### src/sv/hss_win_cell.sv
// hss_win_cell: one tap of the stencil window row; loads from its neighbor
// tap or from a fresh value. No dependencies.
module hss_win_cell #(
  parameter int WIDTH = 32
) (
  input  logic             clk,
  input  logic             rst_n,
  input  logic             en,
  input  logic             sel_nb,
  input  logic [WIDTH-1:0] nb_in,
  input  logic [WIDTH-1:0] fresh_in,
  output logic [WIDTH-1:0] q
);

  logic [WIDTH-1:0] q_r;
  logic [WIDTH-1:0] q_nxt;

  assign q_nxt = sel_nb ? nb_in : fresh_in;

  always_ff @(posedge clk) begin
    if (!rst_n) begin
      q_r <= '0;
    end else if (en) begin
      q_r <= q_nxt;
    end
  end

  assign q = q_r;

endmodule

### config.mk
export PLATFORM = sky130hd
export DESIGN_NAME = hss_win_cell
export DESIGN_NICKNAME = d
export VERILOG_FILES = /design/src/sv/hss_win_cell.sv
export SDC_FILE = /design/constraint.sdc
export NUM_CORES = 1
export LEC_CHECK = 0
export ABC_AREA = 1
export BUFFER_PORTS_ARGS = -buffer_cell sky130_fd_sc_hd__buf_4
export CAP_MARGIN = 20
export CORE_ASPECT_RATIO = 1.2
export CORE_MARGIN = 4
export CORE_UTILIZATION = 39
export DETAILED_ROUTE_END_ITERATION = 8
export PLACE_DENSITY_LB_ADDON = 0.08
export SLEW_MARGIN = 10
export SYNTH_ARGS = -nofsm -noshare
export SYNTH_HDL_FRONTEND = slang
export SYNTH_SLANG_ARGS = --single-unit
### constraint.sdc
create_clock -name clk -period 0.8 [get_ports clk]
set_input_delay 0.16 -clock clk [delete_from_list [all_inputs] [get_ports clk]]
set_output_delay 0.16 -clock clk [all_outputs]
set_load 0.01 [all_outputs]
==> results of run 1 <==
[worst paths after layout]
check	from	endpoint	slack [ns]
worst max-delay path	q[3]$_SDFFE_PN0P_	q[3]	-0.08
worst min-delay path	fresh_in[27]	q[27]$_SDFFE_PN0P_	0.16
worst max register to register	q[7]$_SDFFE_PN0P_	q[7]$_SDFFE_PN0P_	0.06
worst min register to register	q[28]$_SDFFE_PN0P_	q[28]$_SDFFE_PN0P_	0.56
[area by class of cell]
type | instances | area share [%]
multi-input combinational | 192 | 28.96
tap | 56 | 2.542
timing repair buffer | 108 | 35.72
clock buffer | 8 | 3.268
inverter | 34 | 4.812
sequential | 32 | 24.69
[per-layer routing]
layer  vias up  routed length (µm)
li1       1004                   -
met1       808                1833
met2        58                2289
met3         6                 387
met4         0                  65
met5         -                   0
[cells by family after synthesis]
family,synth area share (%)
buffers and inverters,16.18
flip-flops,37.65
AND/OR/NAND/NOR,46.18
[timing repair]
item | in CTS | in global routing
endpoints found under the hold margin | 0 | 0
gates resized for setup | 64 | 5
buffers inserted | 1 | 1
pin swaps | 0 | 4
setup endpoints to repair | 32 | 33
[power by group]
part / switching (mW) / internal (mW) / total, mW
sequential: 0.0816 / 1.74 / 1.82
clock: 0.553 / 0.701 / 1.25
combinational: 0.460 / 0.629 / 1.09
total: 1.09 / 3.07 / 4.16
[metrics by stage]
| step | TNS [ns] | util, % | cell area (µm²) | hold slack, ns | setup slack, ns |
|---|---|---|---|---|---|
| global placement | -0.5646 | 58.52 | 2475 | 0.4412 | -0.02403 |
| global route | -3.510 | 65.18 | 2756 | 0.1679 | -0.1216 |
| floorplan | 0 | - | 1702 | 0.3451 | 0.04370 |
| finish | -2.389 | 65.18 | 2756 | 0.1604 | -0.08498 |
| detailed placement | -0.8472 | 58.52 | 2475 | 0.4456 | -0.03702 |
| CTS | -2.788 | 64.62 | 2733 | 0.1507 | -0.09875 |
[Yosys cell counts (all sizes together)]
master and number:
nand2 96, nand3 32, dfxtp 32, nor2 64, inv 34, buf 17
==> flow_metrics.py, run 1 <==
metrics = {
    "status": {
        "status": "complete, but fails checks",
        "violations": "setup timing",
    },
    "routing": {
        "drt-total-wl_mm": 4.576,
        "drt_iter0_drc": 73,
        "drc_errors": 0,
        "firstDrtPassIters": 4,
        "via_per_inst": 4.363,
        "wl_per_cell_um": 10.64,
        "num_vias": 1876,
        "ant_nets": 0,
    },
    "grt": {
        "use_met3_pct": 6.573,
        "top_usage_layer": "met2",
        "grt_pass1_vias": 1743,
        "grt_pass1_wl_mm": 7.438,
        "grt_use_total_pct": 17.81,
        "grt_max_degree": 33,
        "grt_antenna_before_repair": 0,
        "grt_util_met1_pct": 20.48,
        "grt_use_met2_pct": 29.32,
        "overflow": 0,
    },
    "clock_tree": {
        "cts_inserted_buffers": 5,
        "hold_buffers": 0,
        "cts_tree": "built",
        "htreeDepth": 2,
        "root_buffer": "clkbuf_8",
        "clockBufferDepth": 2,
        "cts.sinks": 32,
        "clk_latency_ns": 0.28,
        "clk_pin_slew_ns": 0.06,
    },
    "hold_path": {
        "hold_path_depth": 5,
        "hold_path.class": "input port to flip-flop",
    },
    "sta": {
        "worst_pin_slew_ns": 0.2775,
        "slew_viol_final": 0,
        "hold_viol": 0,
        "final.period_utilization_pct": 110.6,
        "rsz0062_at_grt": "true",
        "finalCriticalPeriod_ns": 0.8850,
        "finalWorstSetupSlack_ns": -0.08498,
        "relSlewSlack_pct": 81.50,
        "finalSetupViolations": 32,
        "skew_ns": 0,
        "max_freq_ghz": 1.130,
    },
    "setup_path": {
        "path_buf_inv": 1,
        "crit_chain": "buf_6",
        "cp_top_family": "flip-flops",
        "slowest_stage": "dfxtp_2",
        "worstPathArrival_ns": 0.72,
        "cp.depth": 1,
        "slowest_delay_ns": 0.33,
        "start_kind": "flip-flop",
        "crit_fanout": 2,
        "cp-end-kind": "output pin",
        "reg2reg_depth": 5,
        "cp_data_required_time_ns": 0.64,
        "path_class": "flip-flop to output pin",
    },
    "placement": {
        "numPortBuffers": 99,
        "hpwl_mm": 3.346,
        "dp.cells": 420,
        "place_congestion": 0.7108,
    },
    "finish": {
        "layout_commonest_cell": "nand2_1",
        "fin_nets": 441,
        "multi_input_area_um2": 798.3,
        "fillCellCount": 403,
        "fin_cells": 430,
        "regArea_um2": 680.7,
        "final_cell_mix": "nand2_1, buf_4, nor2_1",
        "drive_gt1_share_pct": 42.78,
        "largest_reg_flops": 32,
        "area_delta_synth_final_pct": 61.99,
        "num_antenna_cells": 0,
    },
    "logic_synthesis": {
        "synth_top_area_cell": "dfxtp_1",
        "ys_ff_latch": 32,
        "ys_seq_area_share_pct": 37.65,
        "synth_top_area_share_pct": 37.65,
        "yosys-top-cells-area": "dfxtp_1, nand2_1, nor2_1, nand3_1, inv_1",
        "synthCells": 275,
        "syn-cell-area_um2": 1702,
        "syn_avg_cell_area_um2": 6.188,
        "synth_cell_types": 11,
        "syn_nets": 343,
        "yosys_warnings": 0,
    },
    "floorplan": {
        "num_rows": 26,
        "chipWidth_um": 68.30,
        "die_area_um2": 5489,
        "start_util_pct": 40.24,
        "io_pins": 100,
        "coreArea_um2": 4229,
        "die_h_um": 80.36,
    },
    "power_and_ir_drop": {
        "leakagePower_nw": 1.564,
        "ir_drop_mv": 0.9386,
        "power_mw": 4.161,
        "powerDensity_nw_per_um2": 1510,
    },
    "job": {
        "drv_cap": 0,
    },
}
Power figures use the tool's default switching activity.
==> inputs of run 2 (changes only) <==
Settings changed: CORE_UTILIZATION 39 to 47.
Clock period 0.8 ns to 1.03 ns, I/O delays scaled along.
==> flow_metrics.py, run 2 (synthesis gave the netlist of run 1 again) <==
metrics = {
    "clock_tree": {
        "clockBufferDepth": 2,
        "clk_latency_ns": 0.27,
        "hold_buffers": 0,
        "root_buffer": "clkbuf_8",
        "clk_pin_slew_ns": 0.06,
        "cts_inserted_buffers": 5,
        "cts_tree": "built",
        "cts_resized": 0,
        "cts.sinks": 32,
        "htreeDepth": 2,
        "cts_setup_buffers": 0,
    },
    "placement": {
        "pre_cts_slack_ns": 0.06418,
        "hpwl_mm": 3.137,
        "numPortBuffers": 99,
        "place_congestion": 0.8059,
    },
    "setup_path": {
        "slowest_stage": "dfxtp_1",
        "worstPathArrival_ns": 0.75,
        "crit_chain": "buf_4",
        "r2r_slack_ns": 0.36,
        "cp_data_required_time_ns": 0.82,
        "crit_fanout": 2,
        "start_kind": "flip-flop",
        "cp_top_family": "flip-flops",
        "slowest_delay_ns": 0.34,
        "path_buf_inv": 1,
        "path_class": "flip-flop to output pin",
        "cp-end-kind": "output pin",
    },
    "sta": {
        "slew_viol_final": 0,
        "rsz0062_at_grt": "false",
        "max_freq_ghz": 1.050,
        "finalWorstSetupSlack_ns": 0.07741,
        "finalSetupViolations": 0,
        "final.period_utilization_pct": 92.48,
        "worst_pin_slew_ns": 0.2570,
        "hold_viol": 0,
        "relSlewSlack_pct": 82.85,
        "finalCriticalPeriod_ns": 0.9526,
        "skew_ns": 0,
        "tns_ns": 0,
    },
    "finish": {
        "finish.utilization_pct": 72.93,
        "layout_commonest_cell": "buf_4",
        "fin_nets": 436,
        "num_antenna_cells": 0,
        "final_cell_mix": "buf_4, nand2_1, nor2_1",
        "area_delta_synth_final_pct": 46.76,
        "drive_gt1_share_pct": 32.51,
        "largest_reg_flops": 32,
    },
    "floorplan": {
        "die_h_um": 73.91,
        "coreArea_um2": 3425,
        "num_rows": 23,
        "die_area_um2": 4651,
        "io_pins": 100,
        "chipWidth_um": 62.93,
        "start_util_pct": 49.69,
    },
    "routing": {
        "firstDrtPassIters": 4,
        "drc_errors": 0,
        "drt-total-wl_mm": 4.313,
        "ant_nets": 0,
        "num_vias": 1832,
        "drt_iter0_drc": 77,
        "wl_per_cell_um": 10.70,
        "via_per_inst": 4.546,
    },
    "power_and_ir_drop": {
        "leakagePower_nw": 1.487,
        "power_frac_comb_pct": 25.7,
        "swShare_pct": 26.80,
        "power_frac_seq_pct": 46.1,
        "switchingPower_uw": 798.9,
        "p_int_mw": 2.182,
        "clkPwrFrac_pct": 28.2,
        "powerDensity_nw_per_um2": 1194,
        "ir_drop_mv": 0.7857,
    },
    "grt": {
        "grt_pass1_wl_mm": 7.251,
        "grt_pass1_vias": 1729,
        "grt_antenna_before_repair": 0,
        "grt_max_degree": 35,
        "grt_use_total_pct": 19.44,
        "overflow": 0,
    },
    "hold_path": {
        "hold_path.class": "input port to flip-flop",
    },
    "job": {
        "drv_cap": 0,
    },
    "status": {
        "status": "completed",
    },
}
==> run 2: cell count changes in the layout (fill, tap and decap cells not counted), moves of 2 or more <==
| cell | delta |
|---|---|
| nor2_2 | -2 |
| clkbuf_1 | -2 |
| dfxtp_2 | -32 |
| buf_6 | -33 |
| dfxtp_1 | +32 |
| buf_4 | +28 |
| nor2_1 | +3 |
==> run 2: final cells by class <==
class | count | area [µm²]
fillers | 299 | 927.1
repair buffers | 103 | 823.3
multi-input cells | 192 | 785.8
flip-flops and latches | 32 | 640.6
inverters | 34 | 132.6
clock buffers | 5 | 68.82
well taps | 37 | 46.29
==> run 2: metal layers <==
| metal | vias to the layer above | track usage (%) | routed length [µm] |
|---|---|---|---|
| met1 | 767 | 21.57 | 1679 |
| met5 | - | 0 | 0 |
| met3 | 7 | 7.798 | 437 |
| li1 | 989 | - | - |
| met4 | 0 | 6.863 | 65 |
| met2 | 69 | 33.88 | 2131 |
==> run 2: worst paths after layout <==
path	start	end	cells after the start
max	q[7]$_SDFFE_PN0P_	q[7]	1
min	fresh_in[14]	q[14]$_SDFFE_PN0P_	5
max reg2reg	q[3]$_SDFFE_PN0P_	q[3]$_SDFFE_PN0P_	4
min reg2reg	q[21]$_SDFFE_PN0P_	q[21]$_SDFFE_PN0P_	4
==> run 2: power by group through the flow <==
stage,clock network (mW),registers [mW],logic [mW]
floorplan,0,1.44,0.350
global placement,0,1.40,0.763
detailed placement,0,1.40,0.773
CTS,0.873,1.38,0.777
global route,0.932,1.39,0.858
finish,0.840,1.37,0.766
==> run 2: stage by stage <==
stage	hold slack (ns)	total power, mW	instances	area [µm²]
floorplan	0.3911	1.793	275	1702
global placement	0.4864	2.162	398	2429
detailed placement	0.4903	2.175	398	2429
CTS	0.2004	3.025	403	2497
global route	0.2165	3.178	403	2497
finish	0.2078	2.981	403	2497
==> inputs of run 3 (changes only) <==
Settings changed: CORE_UTILIZATION 47 to 39, PLACE_DENSITY set to 0.77, PLACE_DENSITY_LB_ADDON 0.08 to not set.
Clock period 1.03 ns to 0.8 ns, I/O delays scaled along.
==> flow_metrics.py, run 3 (synthesis gave the netlist of run 1 again) <==
metrics = {
    "floorplan": {
        "die_area_um2": 5489,
        "io_pins": 100,
        "start_util_pct": 40.24,
        "die_h_um": 80.36,
        "chipWidth_um": 68.30,
        "coreArea_um2": 4229,
        "num_rows": 26,
    },
    "sta": {
        "slew_viol_final": 0,
        "relSlewSlack_pct": 81.99,
        "finalCriticalPeriod_ns": 0.8744,
        "worst_pin_slew_ns": 0.2702,
        "final.period_utilization_pct": 109.3,
        "rsz0062_at_grt": "true",
        "hold_viol": 0,
        "finalWorstSetupSlack_ns": -0.07438,
        "max_freq_ghz": 1.144,
        "finalSetupViolations": 32,
        "skew_ns": 0,
    },
    "status": {
        "status": "complete, but fails checks",
        "violations": "setup timing",
    },
    "grt": {
        "overflow": 0,
        "grt_max_degree": 33,
        "grt_pass1_vias": 1738,
        "grt_use_total_pct": 17.06,
        "grt_antenna_before_repair": 0,
        "grt_pass1_wl_mm": 7.217,
    },
    "clock_tree": {
        "clockBufferDepth": 2,
        "htreeDepth": 2,
        "root_buffer": "clkbuf_8",
        "clk_pin_slew_ns": 0.06,
        "cts_setup_buffers": 0,
        "clk_latency_ns": 0.27,
        "cts_tree": "built",
        "cts.sinks": 32,
        "cts_inserted_buffers": 5,
        "hold_buffers": 0,
        "cts_resized": 64,
    },
    "hold_path": {
        "worstHoldStart": "fresh_in[27]",
        "hold_path.class": "input port to flip-flop",
    },
    "routing": {
        "drt_iter0_drc": 82,
        "drc_errors": 0,
        "num_vias": 1908,
        "via_per_inst": 4.458,
        "wl_per_cell_um": 10.58,
        "firstDrtPassIters": 5,
        "drt-total-wl_mm": 4.530,
        "ant_nets": 0,
    },
    "setup_path": {
        "crit_chain": "buf_6",
        "cp_top_family": "flip-flops",
        "rr_startpoint": "q[15]$_SDFFE_PN0P_",
        "startpoint": "q[31]$_SDFFE_PN0P_",
        "cp-end-kind": "output pin",
        "slowest_stage": "dfxtp_2",
        "path_buf_inv": 1,
        "start_kind": "flip-flop",
        "worstPathArrival_ns": 0.71,
        "path_class": "flip-flop to output pin",
        "slowest_delay_ns": 0.33,
        "cp_data_required_time_ns": 0.64,
        "crit_fanout": 2,
    },
    "power_and_ir_drop": {
        "switchingPower_mw": 1.086,
        "clkPwrFrac_pct": 30.1,
        "power_frac_seq_pct": 43.9,
        "ir_drop_mv": 1.006,
        "p_int_mw": 3.060,
        "swShare_pct": 26.20,
        "leakagePower_nw": 1.555,
        "powerDensity_nw_per_um2": 1514,
        "power_frac_comb_pct": 26.0,
        "power_mw": 4.146,
    },
    "finish": {
        "fin_nets": 439,
        "final_cell_mix": "nand2_1, buf_4, nor2_1",
        "layout_commonest_cell": "nand2_1",
        "area_delta_synth_final_pct": 60.88,
        "largest_reg_flops": 32,
        "fin_cells": 428,
        "finish.utilization_pct": 64.73,
        "num_antenna_cells": 0,
        "fillCellCount": 373,
        "drive_gt1_share_pct": 41.67,
    },
    "placement": {
        "place_congestion": 0.7140,
        "dp.cells": 420,
        "hpwl_mm": 3.384,
        "numPortBuffers": 99,
    },
    "job": {
        "drv_cap": 0,
    },
}
-- run 3: through the flow --
stage | worst slack (ns) | TNS, ns | instance area [µm²] | hold WS (ns)
final | -0.07438 | -2.137 | 2738 | 0.1652
after global routing | -0.1142 | -3.076 | 2738 | 0.1826
after CTS | -0.08574 | -2.419 | 2738 | 0.1580
after detailed placement | -0.06576 | -1.234 | 2487 | 0.4444
after global placement | -0.03583 | -0.9449 | 2487 | 0.4396
after floorplan | 0.04370 | 0 | 1702 | 0.3451
-- run 3: power by group through the flow --
stage / clock network [mW] / registers, mW / logic [mW]
2_1_floorplan: 0 / 1.86 / 0.450
3_3_place_gp: 0 / 1.80 / 1.01
3_5_place_dp: 0 / 1.81 / 1.02
4_1_cts: 1.28 / 1.82 / 1.09
5_1_grt: 1.36 / 1.83 / 1.20
6_report: 1.25 / 1.82 / 1.08
-- run 3: routing by layer --
layer	track usage (%)	up-vias	share of wire [%]
met2	30.67	61	52
met4	2.982	0	0.42
met5	0	-	0
li1	-	999	-
met1	19.08	846	40
met3	6.014	2	8.1
-- run 3: layout make-up --
type	instances	area, µm²	share of cell area (%)
flip-flops and latches	32	680.7	24.86
multi-input cells	192	785.8	28.70
well taps	56	70.07	2.559
repair buffers	106	978.4	35.74
clock buffers	8	90.09	3.291
inverters	34	132.6	4.845
-- run 3: final timing paths --
check	slack [ns]	depth (start not counted)	end
min reg2reg	0.56	4	q[3]$_SDFFE_PN0P_
max	-0.07	1	q[31]
min	0.17	5	q[27]$_SDFFE_PN0P_
max reg2reg	0.13	4	q[15]$_SDFFE_PN0P_
