===== config.mk =====
export PLATFORM = sky130hd
export DESIGN_NAME = hss_out_fifo
export DESIGN_NICKNAME = d
export VERILOG_FILES = /design/src/sv/hss_pkg.sv /design/src/sv/hss_out_fifo.sv
export SDC_FILE = /design/constraint.sdc
export NUM_CORES = 1
export LEC_CHECK = 0
export BUFFER_PORTS_ARGS = -buffer_cell sky130_fd_sc_hd__buf_2
export CORE_MARGIN = 2
export CORE_UTILIZATION = 63
export DETAILED_ROUTE_END_ITERATION = 16
export GPL_ROUTABILITY_DRIVEN = 0
export GPL_TIMING_DRIVEN = 0
export PLACE_DENSITY = 0.81
export SLEW_MARGIN = 20
export SYNTH_ARGS = -nofsm -noshare
export SYNTH_HDL_FRONTEND = slang
export SYNTH_SLANG_ARGS = --single-unit

===== constraint.sdc =====
create_clock -name clk -period 8.3 [get_ports clk]
set_clock_uncertainty 0.15 [all_clocks]
set_input_delay 0.415 -clock clk [delete_from_list [all_inputs] [get_ports clk]]
set_output_delay 0.415 -clock clk [all_outputs]
set_load 0.03 [all_outputs]

===== src/sv/hss_pkg.sv =====
// hss_pkg: shared constants and types of the heat stencil sweep unit.
// No dependencies; compiled first.
package hss_pkg;

  localparam int CFG_IDX_W   = 2;
  localparam int CFG_DATA_W  = 16;
  localparam int GRID_W      = 11;
  localparam int LAMBDA_W    = 15;
  localparam int COORD_W     = 10;
  localparam int LAMBDA_FRAC = 16;
  localparam int MIN_GRID    = 3;
  localparam int GRID_RESET  = 1024;

  localparam int OUT_DEPTH   = 16;
  localparam int OUT_PTR_W   = 4;
  localparam int OUT_CNT_W   = 5;

  typedef enum logic [CFG_IDX_W-1:0] {
    REG_GRID_SIZE = 2'd0,
    REG_LAMBDA    = 2'd1
  } cfg_reg_t;

  // per-transaction bookkeeping that travels with a sample down the pipe
  typedef struct packed {
    logic               emit;
    logic               two;
    logic               pass;
    logic [COORD_W-1:0] row;
    logic [COORD_W-1:0] col;
  } hss_tag_t;

  typedef struct packed {
    logic [OUT_CNT_W-1:0] count;
    logic                 empty;
  } hss_fifo_stat_t;

endpackage


===== src/sv/hss_out_fifo.sv =====
// hss_out_fifo: result queue, up to two pushes and one pop per cycle.
// Depends on hss_pkg.
module hss_out_fifo import hss_pkg::*; #(
  parameter int WIDTH = 53
) (
  input  logic           clk,
  input  logic           rst_n,
  input  logic           push_a,
  input  logic [WIDTH-1:0] data_a,
  input  logic           push_b,
  input  logic [WIDTH-1:0] data_b,
  input  logic           pop,
  output logic [WIDTH-1:0] rd_data,
  output hss_fifo_stat_t stat
);

  logic [WIDTH-1:0]     mem [OUT_DEPTH];
  logic [OUT_PTR_W-1:0] wr_ptr_r, wr_ptr_nxt;
  logic [OUT_PTR_W-1:0] rd_ptr_r, rd_ptr_nxt;
  logic [OUT_CNT_W-1:0] count_r, count_nxt;

  // push_b always comes with push_a and lands in the following slot
  assign wr_ptr_nxt = wr_ptr_r + OUT_PTR_W'(push_a) + OUT_PTR_W'(push_b);
  assign rd_ptr_nxt = rd_ptr_r + OUT_PTR_W'(pop);
  assign count_nxt  = count_r + OUT_CNT_W'(push_a) + OUT_CNT_W'(push_b) - OUT_CNT_W'(pop);

  always_ff @(posedge clk) begin
    if (push_a) begin
      mem[wr_ptr_r] <= data_a;
    end
    if (push_b) begin
      mem[wr_ptr_r + OUT_PTR_W'(1)] <= data_b;
    end
  end

  always_ff @(posedge clk) begin
    if (!rst_n) begin
      wr_ptr_r <= '0;
      rd_ptr_r <= '0;
      count_r  <= '0;
    end else begin
      wr_ptr_r <= wr_ptr_nxt;
      rd_ptr_r <= rd_ptr_nxt;
      count_r  <= count_nxt;
    end
  end

  assign rd_data    = mem[rd_ptr_r];
  assign stat.count = count_r;
  assign stat.empty = (count_r == '0);

endmodule


==> metrics, run 1 <==
remaining antenna violation count after routing=0; routed wire length=125100 um; RSZ-0062 raised after global routing=false; cts bufs inserted=89; highest-count cells in the layout ignoring fill and taps=edfxtp_1 (848), mux2_2 (798), buf_2 (235), mux4_2 (212), clkbuf_1 (184); register area share after synthesis=0.5953; fin crit period=4.592 ns; largest net degree at the start of global routing=32; 1st-pass router iterations=6; layout filler cell count=4085; Reg clk slew, reported paths=0.06 ns; Post-route DRC=0; Tightest Hold Check Type=input pin to flip-flop; Chip Width=265.9 um; VDD IR-drop max=0.1404 mV; Met3 Wirelength=14440 um; DR WL/cell=33.03 um; GRT Util Overall=0.3562; max-slew violations=0; cell family with most CP delay=buffers and inverters; I/O Buffers=169; CTS tree=done; io pins=170; fraction of layout instances using a drive strength above 1=0.5307; Cells after Synth=2458; crit path kind=flip-flop to output pin; Buf+Inv Stages, Crit Path=4; number of max-cap violations=0; Tot Pwr=10.56 mW; drt initial violations=3610; Final WS setup=3.708 ns; Total Die Area=70710 um^2; number of global-route vias before repair=27160; Setup-failing EPs final=0; Slew @ Worst Pin=1.234 ns; htree depth=3; outcome=complete, no violations; Rows=96; grt ovf=0; Arr. time, crit path=4.03 ns; cell repeated most along the worst path=clkbuf_1; endpoints failing hold=0; setup bufs post-CTS=0; crit path capture type=output pin; FF+latch count, synth=861; CTS Sinks=861; pre-CTS WS=4.618 ns; CP startpoint kind=flip-flop; Max FO, Critical Path=10; Ys Warns=0; Cell Int Power=7.849 mW; setup TNS=0 ns; Fin Hold WS=0.01377 ns; die height=265.9 um; Core Footprint=68230 um^2; Max clock buf depth=3; Worst Path Required=7.74 ns; clock latency on the worst-skew pair=0.66 ns; initial antenna violation count=14; fraction of power spent switching nets=0.2565; Rel. slew slack=0.1740; distinct cell type count after synthesis=42; first-pass GRT wire length=181400 um; Initial Util=0.6334; Fmax=217.8 MHz; Comb pwr share=0.157; Post-Syn Nets=2580; clock network power share=0.364; CTS root buffer=clkbuf_16; Total Nets Final=2948; Crit-path slowest cell=buf_1; final worst path period share=0.5532; Layout Utilization=0.7276; Post-Synthesis Cell Area=43210 um^2; Max stage delay on crit path=0.86 ns; HPWL after DPL=82120 um; Post-Syn Area per Cell=17.58 um^2; Top Layer Used=met5; most common cell after layout, fill and taps aside=edfxtp_1; Sw Pwr=2.707 mW; critical path cell sequence=clkbuf_1 -> clkbuf_1 -> buf_1 -> mux4_2 -> a22oi_1 -> nand2_1 -> buf_2; Met2 Wirelength=59290 um; sequential share of power=0.478; WL met1=45080 um; PD cells=212.7 nW/um^2; Via Count=26470; Leak=16.55 nW; Area growth, synth to finish=14.87%; Vias/cell=6.988
[per-stage QoR]
| stage | area, um^2 | instances |
|---|---|---|
| after detailed placement | 46430 | 3573 |
| after CTS | 49620 | 3780 |
| after global placement | 45160 | 3509 |
| after floorplan | 43210 | 2458 |
| final | 49640 | 3788 |
| after global routing | 49630 | 3785 |
[Yosys cell counts]
cell type / n / share of area
fa_1: 3 / 0.0014
or2_2: 3 / 0.00043
mux2_2: 798 / 0.21
and3b_1: 1 / 0.00020
a21oi_1: 3 / 0.00035
mux2i_1: 1 / 0.00023
nor4_4: 1 / 0.00049
dfxtp_1: 13 / 0.0060
nor4b_1: 1 / 0.00020
nor2_2: 6 / 0.00087
o32a_1: 1 / 0.00023
or3_1: 3 / 0.00043
mux4_2: 212 / 0.11
clkinv_1: 1 / 0.000087
nor3_1: 4 / 0.00046
nor3b_1: 1 / 0.00017
o21a_1: 1 / 0.00017
buf_4: 8 / 0.0014
and3_1: 2 / 0.00029
xor2_1: 2 / 0.00041
nand2b_2: 1 / 0.00020
buf_6: 20 / 0.0052
clkbuf_1: 161 / 0.014
and2_1: 5 / 0.00072
mux2_4: 50 / 0.017
a22oi_1: 106 / 0.018
ha_1: 8 / 0.0023
nand3b_1: 1 / 0.00017
edfxtp_1: 848 / 0.59
or2_1: 1 / 0.00014
nand2_1: 60 / 0.0052
o31ai_1: 1 / 0.00017
nor2_1: 21 / 0.0018
nand2b_1: 6 / 0.00087
buf_1: 14 / 0.0012
o21ai_0: 2 / 0.00023
xnor2_1: 4 / 0.00081
buf_2: 66 / 0.0076
inv_1: 10 / 0.00087
nand3_1: 3 / 0.00035
nor2b_1: 4 / 0.00058
o22ai_1: 1 / 0.00014
[metal layers]
metal / track usage / up-vias
met5: 0 / -
met4: 0.1705 / 18
met3: 0.08521 / 396
met2: 0.5622 / 1889
met1: 0.4713 / 13520
li1: - / 10650
[repair_timing]
| item | CTS | global route |
|---|---|---|
| hold endpoints to repair | 142 | 0 |
| gates resized for setup | 0 | 0 |
| hold buffers | 44 | 0 |
[area by class of cell]
class | count | area, um^2 | share of cell area
Antenna cell | 8 | 20.02 | 0.0004033
Buffer | 269 | 1272 | 0.02563
Clock buffer | 114 | 2364 | 0.04761
Clock inverter | 49 | 381.6 | 0.007688
Inverter | 11 | 41.29 | 0.0008318
Multi-Input combinational cell | 1317 | 16280 | 0.3280
Sequential cell | 861 | 25720 | 0.5182
Tap cell | 882 | 1104 | 0.02223
Timing Repair Buffer | 277 | 2450 | 0.04935
[kinds of logic (layout without fill, tap and decap cells)]
group	after synthesis	count (layout)	share of synthesized area
XOR/XNOR	6	6	0.001216
flip-flops	861	861	0.5953
multiplexers	1061	1061	0.3360
adder cells (fa/ha/maj)	11	11	0.003706
other	0	8	0
buffers and inverters	280	720	0.03040
AND/OR/NAND/NOR	124	124	0.01364
AO/OA/AOI/OAI	115	115	0.01972
[worst paths after layout]
kind	start	end	slack, ns	depth (start not counted)
worst min-delay path	data_b[50]	mem[6][50]$_DFFE_PP_	0.01	2
worst max register to register	wr_ptr_r[0]$_SDFF_PN0_	mem[0][44]$_DFFE_PP_	4.51	6
worst max-delay path	rd_ptr_r[1]$_SDFF_PN0_	rd_data[0]	3.71	7
worst min register to register	rd_ptr_r[0]$_SDFF_PN0_	rd_ptr_r[0]$_SDFF_PN0_	0.44	2
[power groups by stage]
| stage | registers [mW] | logic (mW) | clock network [mW] |
|---|---|---|---|
| after floorplan | 5.15 | 1.03 | 0 |
| after global placement | 5.17 | 1.47 | 0 |
| after detailed placement | 5.14 | 1.60 | 0 |
| after CTS | 5.05 | 1.64 | 3.84 |
| after global routing | 5.06 | 1.73 | 4.01 |
| final | 5.05 | 1.66 | 3.85 |
[flip-flops by register name (all words and copies together), names as in the netlist]
name,cells
wr_ptr_r,4
count_r,5
rd_ptr_r,4
mem,848
No activity file was read; power rests on OpenSTA's default activity.
==> run 2, diff against run 1 <==
--- a/config.mk
+++ b/config.mk
@@ -7,11 +7,11 @@
 export LEC_CHECK = 0
 export BUFFER_PORTS_ARGS = -buffer_cell sky130_fd_sc_hd__buf_2
 export CORE_MARGIN = 2
-export CORE_UTILIZATION = 63
+export CORE_UTILIZATION = 56
 export DETAILED_ROUTE_END_ITERATION = 16
 export GPL_ROUTABILITY_DRIVEN = 0
 export GPL_TIMING_DRIVEN = 0
-export PLACE_DENSITY = 0.81
+export PLACE_DENSITY = 0.76
 export SLEW_MARGIN = 20
 export SYNTH_ARGS = -nofsm -noshare
 export SYNTH_HDL_FRONTEND = slang
==> constraint.sdc (replaced) <==
create_clock -name clk -period 4.2 [get_ports clk]
set_clock_uncertainty 0.15 [all_clocks]
set_input_delay 0.21 -clock clk [delete_from_list [all_inputs] [get_ports clk]]
set_output_delay 0.21 -clock clk [all_outputs]
set_load 0.03 [all_outputs]
==> run 2 against run 1 <==
Effect of this change: the run now ends with negative setup slack left; flip-flop and latch count unchanged; die area increased by 12%; global-route usage fell by 3.1 points; non-clock buffer count up 54; power up 100%; cell count rose by 5.1%; wire length up 2.2%; clock power is 100% higher; design area grew 1.9%; first-iteration DRC count shrank 8.2%.
==> metrics, run 2 (synthesis results as in run 1) <==
outcome=finished with violations; failing checks=negative setup slack; Met2 Wirelength=62210 um (+4.9%); Rows=101 (+5.2%); sequential share of power=0.470 (-0.008); PD cells=419.4 nW/um^2 (+97%); Arr. time, crit path=3.91 ns (-0.12 ns); grt ovf=0 (unchanged); critical path depth=7 (unchanged); Sw Pwr=5.359 mW (+98%); Total Nets Final=3003 (+1.9%); Tightest Hold Check Type=input pin to flip-flop; Hold Crit Start=push_a; final worst path period share=1.017; Top Registers=mem x848, count_r x5; highest-count cells in the layout ignoring fill and taps=edfxtp_1 (848), mux2_2 (798), buf_2 (235), mux4_2 (212), clkbuf_1 (174); Max clock buf depth=3 (unchanged); pre-CTS WS=0.6221 ns (-3.996 ns); number of max-cap violations=0 (unchanged); I/O Buffers=169 (unchanged); HPWL after DPL=82380 um (+0.32%); placement-stage cell area=46620 um^2 (+0.40%); clock latency on the worst-skew pair=0.66 ns (about the same); Slew @ Worst Pin=1.207 ns (-0.02709 ns); CTS root buffer=clkbuf_16; Top reg by flops=mem; Fmax=234.1 MHz; Fin Hold WS=0.1332 ns (+0.1195 ns); Core Footprint=76200 um^2 (+12%); CP startpoint=rd_ptr_r[1]$_SDFF_PN0_; R2R setup slack=0.74 ns (-3.77 ns); Design Area, Final=50580 um^2 (+1.9%); reg2reg path depth=6 (unchanged); endpoints failing hold=0 (unchanged); Vias/cell=6.690 (-4.3%); Max FO, Critical Path=10 (unchanged); most common cell after layout, fill and taps aside=edfxtp_1; Max stage delay on crit path=0.83 ns (-0.03 ns); cell family with most CP delay=buffers and inverters; Area growth, synth to finish=17.05%; Leak=16.85 nW (+1.8%); Cell Int Power=15.85 mW (+100%); max-slew violations=0 (unchanged); Met3 Wirelength=13900 um (-3.7%); Reg clk slew, reported paths=0.06 ns (about the same); DR WL/cell=32.13 um (-2.7%); io pins=170 (unchanged); htree depth=3 (unchanged); largest net degree at the start of global routing=34 (+6.3%); Reg2Reg Capture Point=mem[0][28]$_DFFE_PP_; Comb pwr share=0.158 (about the same); VDD IR-drop max=0.2913 mV (+110%); Total Die Area=79410 um^2 (+12%); crit path kind=flip-flop to output pin; routed wire length=127900 um (+2.2%); fraction of power spent switching nets=0.2526 (-0.003840); Via Count=26630 (+0.61%); critical path cell sequence=clkbuf_1 -> clkbuf_1 -> buf_1 -> mux4_2 -> a22oi_1 -> nand2_1 -> buf_2; die height=281.8 um (+6.0%); fraction of layout instances using a drive strength above 1=0.5222 (-0.008485); 1st-pass router iterations=8 (+2); reg2reg start=wr_ptr_r[0]$_SDFF_PN0_; Final WS setup=-0.07184 ns (-3.780 ns); max reg flops=848 (unchanged); CTS Sinks=861 (unchanged); crit path capture=rd_data[39]; crit path capture type=output pin; number of global-route vias before repair=27830 (+2.5%); CTS tree=done; Tot Pwr=21.21 mW (+100%); Top Layer Used=met5; cell repeated most along the worst path=clkbuf_1; Layout Utilization=0.6638 (-0.06383); drt initial violations=3314 (-8.2%); Crit-path slowest cell=buf_1; Buf+Inv Stages, Crit Path=4 (unchanged); Worst Path Required=3.84 ns (-3.90 ns); initial antenna violation count=9 (-5); WL met1=45570 um (+1.1%); remaining antenna violation count after routing=0 (unchanged); layout filler cell count=5106 (+25%); Rel. slew slack=0.1921 (+0.01813); Post-route DRC=0 (unchanged); CP startpoint kind=flip-flop; cts bufs inserted=90 (+1.1%); RSZ-0062 raised after global routing=true; GRT Util Overall=0.3256 (-0.03059); Chip Width=281.8 um (+6.0%); Setup-failing EPs final=1 (+1); fin crit period=4.272 ns; first-pass GRT wire length=184500 um (+1.7%); setup bufs post-CTS=0 (unchanged); Initial Util=0.5671 (-0.06630); clock network power share=0.372 (+0.008)
[run 2: through the flow]
step | cells | TNS [ns]
after detailed placement | 3711 | 0
after CTS | 3977 | 0
after global placement | 3657 | -1888.46
after global routing | 3978 | -0.05117
after floorplan | 2458 | 0
final | 3981 | -0.07184
[run 2: timing repair]
item,CTS,global route
pin swaps,0,0
setup endpoints to repair,9,27
endpoints found under the hold margin,649,0
hold buffers,108,0
resized for setup,7,16
[run 2: worst reg2reg max path, delay by kind of cell, from the launching register on]
kind	cells	cell delay (ns)
DFF	1	0.30
buffers and inverters	3	1.04
and+or+nand+nor	3	1.63
[run 2: layout make-up]
class / count / area, um^2 / area share
inverters: 11 / 41.29 / 0.0008163
repair buffers: 331 / 3072 / 0.06073
multi-input cells: 1317 / 16300 / 0.3224
diodes: 4 / 10.01 / 0.0001979
flip-flops and latches: 861 / 25720 / 0.5086
plain buffers: 269 / 1305 / 0.02580
clock buffers: 111 / 2352 / 0.04651
clock inverters: 47 / 481.7 / 0.009524
well taps: 1030 / 1289 / 0.02548
[run 2: worst min path at each step]
stage	end	slack [ns]	depth (start not counted)
finish	wr_ptr_r[0]$_SDFF_PN0_	0.13	4
global route	count_r[0]$_SDFF_PN0_	0.17	4
detailed placement	rd_ptr_r[3]$_SDFF_PN0_	0.42	2
CTS	wr_ptr_r[0]$_SDFF_PN0_	0.06	4
floorplan	count_r[1]$_SDFF_PN0_	0.18	1
global placement	rd_ptr_r[3]$_SDFF_PN0_	0.40	2
[run 2: per-layer routing]
metal  global-route usage  vias to the layer above
met5                    0                        -
met4               0.1492                       12
met3              0.07715                      434
li1                     -                    10750
met1               0.4157                    13690
met2               0.5318                     1742
[run 2: power by group through the flow]
stage	logic, mW	clock network, mW	registers [mW]
after detailed placement	3.20	0	10.2
after floorplan	2.03	0	10.2
after global routing	3.51	8.24	10.0
after CTS	3.32	7.91	9.97
after global placement	2.94	0	10.2
final	3.35	7.89	9.97
